[src/hw/rtl/mnc_pkg.sv]
`timescale 1ns / 1ps
// mnc_pkg: shared types, constants and helpers for the 3x3 mine neighbor counter
// no dependencies

package mnc_pkg;

  localparam int CFG_W     = 11;
  localparam int IDX_W     = 10;
  localparam int CNT_W     = 4;
  localparam int WIN_W     = 9;
  localparam int MAX_ROWS  = 1024;

  typedef enum logic [0:0] {
    REG_GRID_ROWS = 1'b0,
    REG_GRID_COLS = 1'b1
  } reg_index_t;

  typedef struct packed {
    logic [IDX_W-1:0] row_index;
    logic [IDX_W-1:0] col_index;
    logic             cell_mine;
    logic [CNT_W-1:0] neighbor_count;
    logic             frame_last;
  } result_t;

  function automatic logic [CFG_W-1:0] clamp_size(input logic [CFG_W-1:0] v,
                                                   input int unsigned maxv);
    logic [CFG_W-1:0] res;
    res = v;
    if (v == '0) begin
      res = CFG_W'(1);
    end else if (32'(v) > maxv) begin
      res = CFG_W'(maxv);
    end
    return res;
  endfunction

  // mines in the 3x3 window apart from the center cell
  function automatic logic [CNT_W-1:0] ring_count(input logic [WIN_W-1:0] w);
    logic [CNT_W-1:0] n;
    n = '0;
    for (int i = 0; i < WIN_W; i++) begin
      if (i != 4) begin
        n = n + CNT_W'(w[i]);
      end
    end
    return n;
  endfunction

  function automatic result_t make_result(input logic [IDX_W-1:0] row,
                                          input logic [IDX_W-1:0] col,
                                          input logic [WIN_W-1:0] w,
                                          input logic             last);
    result_t r;
    r.row_index      = row;
    r.col_index      = col;
    r.cell_mine      = w[4];
    r.neighbor_count = w[4] ? '0 : ring_count(w);
    r.frame_last     = last;
    return r;
  endfunction

endpackage

[src/hw/rtl/mnc_cell_if.sv]
`timescale 1ns / 1ps
// mnc_cell_if, mnc_result_if: valid/ready channels for cell words and result words
// depends on mnc_pkg for field widths

interface mnc_cell_if;
  logic valid;
  logic ready;
  logic req_type;
  logic is_mine;

  modport source (output valid, output req_type, output is_mine, input ready);
  modport sink (input valid, input req_type, input is_mine, output ready);
endinterface

interface mnc_result_if;
  logic                     valid;
  logic                     ready;
  logic [mnc_pkg::IDX_W-1:0] row_index;
  logic [mnc_pkg::IDX_W-1:0] col_index;
  logic                     cell_mine;
  logic [mnc_pkg::CNT_W-1:0] neighbor_count;
  logic                     frame_last;

  modport source (output valid, output row_index, output col_index, output cell_mine,
                  output neighbor_count, output frame_last, input ready);
  modport sink (input valid, input row_index, input col_index, input cell_mine,
                input neighbor_count, input frame_last, output ready);
endinterface

[src/hw/rtl/mnc_line_store.sv]
`timescale 1ns / 1ps
// mnc_line_store: per-column memory of the two rows above, one read and one write port
// registered read with write-to-read bypass on a same-address collision

module mnc_line_store #(
  parameter int DEPTH = 1024,
  parameter int AW    = 10
) (
  input  logic          clk,
  input  logic          rd_en,
  input  logic [AW-1:0] rd_addr,
  output logic [1:0]    rd_data,
  input  logic          wr_en,
  input  logic [AW-1:0] wr_addr,
  input  logic [1:0]    wr_data
);

  logic [1:0] mem [DEPTH];
  logic [1:0] q;
  logic [1:0] byp_data;
  logic       byp;

  always_ff @(posedge clk) begin
    if (wr_en) begin
      mem[wr_addr] <= wr_data;
    end
  end

  always_ff @(posedge clk) begin
    if (rd_en) begin
      q        <= mem[rd_addr];
      byp      <= wr_en && (wr_addr == rd_addr);
      byp_data <= wr_data;
    end
  end

  assign rd_data = byp ? byp_data : q;

endmodule

[src/hw/rtl/mnc_result_fifo.sv]
`timescale 1ns / 1ps
// mnc_result_fifo: small result queue taking up to two words per cycle
// depends on mnc_pkg (result_t) and mnc_result_if

module mnc_result_fifo (
  input  logic                clk,
  input  logic                rst,
  input  logic [1:0]          push_n,
  input  mnc_pkg::result_t    push0,
  input  mnc_pkg::result_t    push1,
  output logic [3:0]          count,
  mnc_result_if.source        result_out
);
  import mnc_pkg::*;

  localparam int DEPTH = 8;
  localparam int PW    = 3;

  result_t         mem [DEPTH];
  logic [PW-1:0]   wr_ptr;
  logic [PW-1:0]   rd_ptr;
  logic            pop;
  logic [3:0]      count_next;

  assign pop = result_out.valid && result_out.ready;

  always_ff @(posedge clk) begin
    if (push_n != 2'd0) begin
      mem[wr_ptr] <= push0;
    end
    if (push_n == 2'd2) begin
      mem[PW'(wr_ptr + 1'b1)] <= push1;
    end
  end

  always_comb begin
    count_next = count + 4'(push_n) - 4'(pop);
  end

  always_ff @(posedge clk) begin
    if (rst) begin
      wr_ptr <= '0;
      rd_ptr <= '0;
      count  <= '0;
    end else begin
      wr_ptr <= PW'(wr_ptr + PW'(push_n));
      rd_ptr <= PW'(rd_ptr + PW'(pop));
      count  <= count_next;
    end
  end

  assign result_out.valid          = (count != '0);
  assign result_out.row_index      = mem[rd_ptr].row_index;
  assign result_out.col_index      = mem[rd_ptr].col_index;
  assign result_out.cell_mine      = mem[rd_ptr].cell_mine;
  assign result_out.neighbor_count = mem[rd_ptr].neighbor_count;
  assign result_out.frame_last     = mem[rd_ptr].frame_last;

endmodule

[src/hw/rtl/mine_neighbor_count_3x3.sv]
`timescale 1ns / 1ps
// mine_neighbor_count_3x3: streaming 3x3 mine neighbor counter over a raster grid
// depends on mnc_pkg, mnc_cell_if, mnc_line_store, mnc_result_fifo
//
//   port        dir   word
//   cell_in     in    req_type, is_mine (grid cell or drain word)
//   result_out  out   row_index, col_index, cell_mine, neighbor_count, frame_last
//   cfg_*       in    write enable, register index, 11-bit data
//
// one cell word per clock while ready is high; two-stage path: line store read,
// then window update and line store write-back at the following edge.
// a row-end word yields up to two results; with the eight-word result queue
// cell_in.ready drops only while result_out stalls.
// synchronous reset; the line store needs no clearing since row 0 ignores it.
// a register write restarts the frame.

module mine_neighbor_count_3x3 #(
  parameter int MAX_COLS = 1024
) (
  input  logic                      clk,
  input  logic                      rst,
  mnc_cell_if.sink                  cell_in,
  mnc_result_if.source              result_out,
  input  logic                      cfg_we,
  input  logic                      cfg_index,
  input  logic [mnc_pkg::CFG_W-1:0] cfg_data
);
  import mnc_pkg::*;

  localparam int MEM_DEPTH = (MAX_COLS < 2048) ? MAX_COLS : 2048;
  localparam int AW        = (MEM_DEPTH > 1) ? $clog2(MEM_DEPTH) : 1;
  localparam int Q_DEPTH   = 8;

  logic [CFG_W-1:0] grid_rows;
  logic [CFG_W-1:0] grid_cols;
  logic [CFG_W-1:0] row_counter;
  logic [AW-1:0]    col_counter;
  logic [WIN_W-1:0] window;

  logic             s1_valid;
  logic [CFG_W-1:0] s1_row;
  logic [AW-1:0]    s1_col;
  logic             s1_bit;
  logic             s1_last;

  logic             drain_row;
  logic             last_col;
  logic             take;
  logic             go;
  logic [3:0]       q_count;

  logic [1:0]       store_q;
  logic [1:0]       old_rows;
  logic [2:0]       new_col;
  logic [WIN_W-1:0] win_in;
  logic [WIN_W-1:0] win;
  logic [AW-1:0]    prev_col;
  logic [1:0]       push_n;
  result_t          res_a;
  result_t          res_b;
  result_t          push0;
  result_t          push1;
  logic             emit_a;
  logic             emit_b;

  // stage 0: accept, counters, line store read
  assign drain_row     = (row_counter >= grid_rows);
  assign last_col      = (CFG_W'(col_counter) == CFG_W'(grid_cols - 1'b1));
  assign cell_in.ready = (32'(q_count) + (s1_valid ? 32'd2 : 32'd0) + 32'd2 <= Q_DEPTH);
  assign take          = cell_in.valid && cell_in.ready;
  assign go            = take && (cell_in.req_type == drain_row);

  always_ff @(posedge clk) begin
    if (rst) begin
      grid_rows <= CFG_W'(1);
      grid_cols <= CFG_W'(1);
    end else if (cfg_we) begin
      case (cfg_index)
        REG_GRID_ROWS: grid_rows <= clamp_size(cfg_data, MAX_ROWS);
        REG_GRID_COLS: grid_cols <= clamp_size(cfg_data, MAX_COLS);
        default: ;
      endcase
    end
  end

  always_ff @(posedge clk) begin
    if (rst || cfg_we) begin
      row_counter <= '0;
      col_counter <= '0;
      s1_valid    <= 1'b0;
    end else begin
      s1_valid <= go;
      if (go) begin
        if (last_col) begin
          col_counter <= '0;
          row_counter <= drain_row ? '0 : CFG_W'(row_counter + 1'b1);
        end else begin
          col_counter <= AW'(col_counter + 1'b1);
        end
      end
    end
  end

  always_ff @(posedge clk) begin
    if (go) begin
      s1_row  <= row_counter;
      s1_col  <= col_counter;
      s1_bit  <= cell_in.req_type ? 1'b0 : cell_in.is_mine;
      s1_last <= last_col;
    end
  end

  mnc_line_store #(
    .DEPTH (MEM_DEPTH),
    .AW    (AW)
  ) u_line_store (
    .clk     (clk),
    .rd_en   (go),
    .rd_addr (col_counter),
    .rd_data (store_q),
    .wr_en   (s1_valid),
    .wr_addr (s1_col),
    .wr_data ({old_rows[0], s1_bit})
  );

  // stage 1: window shift, write-back, results
  always_comb begin
    old_rows = (s1_row == '0) ? 2'b00 : store_q;
    new_col  = {old_rows, s1_bit};
    win_in   = (s1_col == '0) ? '0 : window;
    win      = {new_col, win_in[WIN_W-1:3]};
    prev_col = AW'(s1_col - 1'b1);
    emit_a   = s1_valid && (s1_row != '0) && (s1_col != '0);
    emit_b   = s1_valid && (s1_row != '0) && s1_last;
    res_a    = make_result(IDX_W'(s1_row - 1'b1), IDX_W'(prev_col), win, 1'b0);
    res_b    = make_result(IDX_W'(s1_row - 1'b1), IDX_W'(s1_col),
                           {3'b000, win[WIN_W-1:3]}, (s1_row == grid_rows));
    push0    = emit_a ? res_a : res_b;
    push1    = res_b;
    push_n   = 2'(emit_a) + 2'(emit_b);
  end

  always_ff @(posedge clk) begin
    if (rst || cfg_we) begin
      window <= '0;
    end else if (s1_valid) begin
      window <= s1_last ? '0 : win;
    end
  end

  mnc_result_fifo u_result_fifo (
    .clk        (clk),
    .rst        (rst),
    .push_n     (push_n),
    .push0      (push0),
    .push1      (push1),
    .count      (q_count),
    .result_out (result_out)
  );

endmodule
[src/flat_wrapper.sv]
// flat-port wrapper written by rule: the top's interface ports become plain ports
module mine_neighbor_count_3x3_flat import mnc_pkg::*;
#(
  parameter int MAX_COLS = 1024
)
  (clk, rst, cfg_we, cfg_index, cfg_data, cell_in_valid, cell_in_req_type, cell_in_is_mine, cell_in_ready, result_out_valid, result_out_row_index, result_out_col_index, result_out_cell_mine, result_out_neighbor_count, result_out_frame_last, result_out_ready);
  mnc_cell_if cell_in_i ();
  mnc_result_if result_out_i ();
  input  logic clk;
  input  logic rst;
  input  logic cfg_we;
  input  logic cfg_index;
  input  logic [mnc_pkg::CFG_W-1:0] cfg_data;
  input wire logic [$bits(cell_in_i.valid)-1:0] cell_in_valid;
  input wire logic [$bits(cell_in_i.req_type)-1:0] cell_in_req_type;
  input wire logic [$bits(cell_in_i.is_mine)-1:0] cell_in_is_mine;
  output wire logic [$bits(cell_in_i.ready)-1:0] cell_in_ready;
  output wire logic [$bits(result_out_i.valid)-1:0] result_out_valid;
  output wire logic [$bits(result_out_i.row_index)-1:0] result_out_row_index;
  output wire logic [$bits(result_out_i.col_index)-1:0] result_out_col_index;
  output wire logic [$bits(result_out_i.cell_mine)-1:0] result_out_cell_mine;
  output wire logic [$bits(result_out_i.neighbor_count)-1:0] result_out_neighbor_count;
  output wire logic [$bits(result_out_i.frame_last)-1:0] result_out_frame_last;
  input wire logic [$bits(result_out_i.ready)-1:0] result_out_ready;
  assign cell_in_i.valid = cell_in_valid;
  assign cell_in_i.req_type = cell_in_req_type;
  assign cell_in_i.is_mine = cell_in_is_mine;
  assign cell_in_ready = cell_in_i.ready;
  assign result_out_valid = result_out_i.valid;
  assign result_out_row_index = result_out_i.row_index;
  assign result_out_col_index = result_out_i.col_index;
  assign result_out_cell_mine = result_out_i.cell_mine;
  assign result_out_neighbor_count = result_out_i.neighbor_count;
  assign result_out_frame_last = result_out_i.frame_last;
  assign result_out_i.ready = result_out_ready;
  mine_neighbor_count_3x3 #(.MAX_COLS(MAX_COLS)) u_core (.clk(clk), .rst(rst), .cell_in(cell_in_i), .result_out(result_out_i), .cfg_we(cfg_we), .cfg_index(cfg_index), .cfg_data(cfg_data));
endmodule
[config.mk]
export PLATFORM = sky130hd
export DESIGN_NAME = mine_neighbor_count_3x3_flat
export DESIGN_NICKNAME = d
export VERILOG_FILES = /design/src/hw/rtl/mnc_pkg.sv /design/src/hw/rtl/mnc_cell_if.sv /design/src/hw/rtl/mnc_line_store.sv /design/src/hw/rtl/mnc_result_fifo.sv /design/src/hw/rtl/mine_neighbor_count_3x3.sv /design/src/flat_wrapper.sv
export SDC_FILE = /design/constraint.sdc
export NUM_CORES = 2
export LEC_CHECK = 0
export BUFFER_PORTS_ARGS = -buffer_cell sky130_fd_sc_hd__buf_2
export CAP_MARGIN = 10
export CORE_MARGIN = 1.5
export CORE_UTILIZATION = 50
export CTS_CLUSTER_DIAMETER = 80
export DETAILED_ROUTE_END_ITERATION = 8
export PLACE_DENSITY = 0.65
export REMOVE_ABC_BUFFERS = 1
export SLEW_MARGIN = 20
export SYNTH_ARGS = -nofsm -noshare
export SYNTH_HDL_FRONTEND = slang
export SYNTH_SLANG_ARGS = --single-unit
[constraint.sdc]
create_clock -name clk -period 18.03 [get_ports clk]
set_input_delay 1.803 -clock clk [delete_from_list [all_inputs] [get_ports clk]]
set_output_delay 1.803 -clock clk [all_outputs]
set_load 0.005 [all_outputs]
==> summary.md <==
| Metric | Value |
|---|---|
| Synth Register Bits | 2344 |
| Fmax achieved | 0.1797 GHz |
| EDFF count, synth | 2284 |
| DR vias/cell | 6.391 |
| Seq/Total Area, Yosys | between 70 and 80% |
| Yosys cell types | 80 |
| Tmin final | 5.563 ns |
| Worst setup EP type | flip-flop |
| Worst slew pin tran | 1.295 ns |
| Top FF cell, synth | edfxtp_1 |
| Syn_area_per_cell | 16.48 sq um |
| Arrival time worst endpoint | a little over 6 ns |
| Die ar. | 198900 sq um |
| Share of layout cells above drive strength 1 | between 10% and 20% |
| Post-DP Area | 100900 sq um |
| Post-Route WL | 277300 um |
| Reg2reg path depth | 11 |
| Total area of sequential cells | 69820 sq um |
| Pwr Density | 109.8 nW/um^2 |
| Cell Area, Synth | 98140 sq um |
| Synth area leader | edfxtp_1 |
| Clk_lat worst skew | between 0.9 and 1 ns |
| Worst-path fanout max | 97 |
| CP Launch Type | flip-flop |
| Slew HR | 13.66% |
| Tightest Hold Check Type | reg2reg |
| DP Wirelength | 152000 um |
| Die Ht | 446.0 um |
| Fillers | between 15000 and 20000 |
| Final period util | a little under a third |
| Total Routing Usage GR | 27.95% |
| Post-synth top area share | between 60% and 70% |
| Gate Count Post-Synth | approximately 6000 |
| RePlAce Congestion | ~0.84 |
| First-pass GRT wire length | 397200 um |
| Initial Utilization | 50.33% |
| DP Worst Slack | around 13 ns |
| Setup Skew | 0.06083 ns |
| Clock-pin slew on the worst setup and hold paths | 0.06 ns |
| Largest cells by area after synthesis | edfxtp_1, mux4_2, nor2_1 |
| Most common cell in the netlist | edfxtp_1 |
| Top Ports | 47 |
| First-pass DRT Iterations | 5 |
| Status | completed |
| IO buf count | 46 |
| First DRT Iteration DRCs | 8355 |
| Hold depth | 2 |
| Req. time, crit path | 18.62 ns |
| Post-CTS Resized | 0 |
| PnR worst setup slack | 12.47 ns |
| Vias in the first global route | 55557 |
| DP Cell Count | 8308 |
| Yosys warning total | 0 |
| Cts hold-fix bufs | 0 |
| Clk buf depth | 3 |
| Synth cell count leaders | edfxtp_1, nor2_1, mux4_2 |
| Finish-stage setup viols | 0 |
| Wire per inst | 31.72 um |
| Peak VDD IR | ~0.00010 V |
| Root Driver | clkbuf_16 |
| Die Wd | around 450 um |
| Multi-input gate area | 26210 sq um |
| TritonCTS clock tree | done |
| Vias | 55873 |
| Max Slew Vio Count | 0 |
| CTS Sinks | about 2300 |
| Final #Nets | 5985 |
| Core Box Area | 195000 sq um |
| RSZ-0062 raised after global routing | false |
| MaxCap Viol Count | 0 |
| Post-synth ARST share | 0% |
| GRT overflow | 0 |
| Routed Antenna Nets | 0 |
| Fin. Hold Viols | 0 |
| Row count | 162 |
| Largest net degree at the start of global routing | approximately 250 |
| CTS Buf Count | 230 |
| Final Instance Area | approximately 110000 sq um |
| Initial antenna violation count | 5 |
| Leakage power | 0.03235 uW |
| Setup CP Type | reg2reg |
| Post-route insts no fill | 8742 |
| Area delta synth->final | 10.60% |
| Post-CTS setup buffer count | 0 |
| CTS H-tree lvls | 4 |
| DRC | 0 |
[cell families (layout without fill, tap and decap cells)]
group / after synthesis / in the layout / synth area share (%)
AO/OA/AOI/OAI: 466 / 466 / 3.147
multiplexers: 744 / 744 / 14.23
XOR/XNOR: 122 / 122 / 1.089
other: 0 / 5 / 0
flip-flops: 2344 / 2344 / 71.11
adder cells (fa/ha/maj): 48 / 48 / 0.6731
AND/OR/NAND/NOR: 1716 / 1716 / 7.179
buffers and inverters: 514 / 673 / 2.578
[critical path, cell delays in order (launching register included)]
cell	delay, ns
dfxtp_4	0.74
buf_12	0.49
buf_4	0.65
buf_4	0.58
mux4_2	0.40
mux2_2	0.27
a21oi_1	0.29
nor3_1	0.08
nor4_1	0.67
nand4_1	0.55
o21ai_0	0.30
o32ai_1	0.10
[layout by cell type (no fill, tap or decap), types with 41 or more instances in the layout]
cell,synthesis,routed
xnor2_1,81,81
mux2i_1,197,197
clkbuf_1,264,53
o21ai_0,87,81
a22oi_1,55,55
nand2_1,236,207
nor2_1,1211,1203
nand3_1,65,53
buf_2,73,46
clkinv_1,1,55
buf_4,22,129
dfxtp_1,60,50
a21oi_1,122,122
clkbuf_16,0,230
inv_1,57,53
xor2_1,41,41
edfxtp_1,2284,2284
nor3_1,42,41
mux4_2,483,483
[area by class of cell]
class / count / share of cell area [%]
antenna: 5 / 0.01153
clock buffer: 287 / 5.536
inverter: 59 / 0.2144
sequential: 2344 / 64.32
multi-input combinational: 3096 / 24.15
clock inverter: 140 / 1.432
timing repair buffer: 187 / 1.315
tap: 2624 / 3.025
[metal layers]
| layer | up-vias | GRT usage (%) | routed length (um) |
|---|---|---|---|
| met4 | 2 | 11.30 | 11910 |
| met3 | 561 | 5.657 | 29000 |
| met1 | 29146 | 38.52 | 106100 |
| li1 | 22927 | - | - |
| met2 | 3237 | 43.86 | 130300 |
| met5 | - | 0 | 12 |
[state kept, by name, summed over array words and instances, names as in the netlist, 4 cells and up]
signal,count
u_core.u_line_store.mem,2048
u_core.u_result_fifo.mem,208
u_core.grid_cols,11
u_core.grid_rows,11
u_core.row_counter,11
u_core.s1_row,11
u_core.col_counter,10
u_core.s1_col,10
u_core.window,6
u_core.u_result_fifo.count,4
[final timing paths]
path                    startpoint                        to  slack, ns
max          u_core.col_counter[1]  u_core.u_line_store.q[1]      12.47
min               u_core.window[6]          u_core.window[6]       0.47
max reg2reg  u_core.col_counter[1]  u_core.u_line_store.q[1]      12.47
min reg2reg       u_core.window[6]          u_core.window[6]       0.47
[report_power, final]
part	switching [uW]	internal, uW
Sequential	64.6	6180
Combinational	548	309
Clock	2100	2710
[metrics by stage]
step	util, %	setup TNS, ns	hold WS, ns	total power, uW
2_1_floorplan	-	-82.66	0.4412	7278
3_3_place_gp	51.71	0	0.4575	7199
3_5_place_dp	51.74	0	0.4659	7215
4_1_cts	55.62	0	0.4760	11950
5_1_grt	55.66	0	0.4831	12230
6_report	55.67	0	0.4738	11910
(Power assumes the default switching activity.)
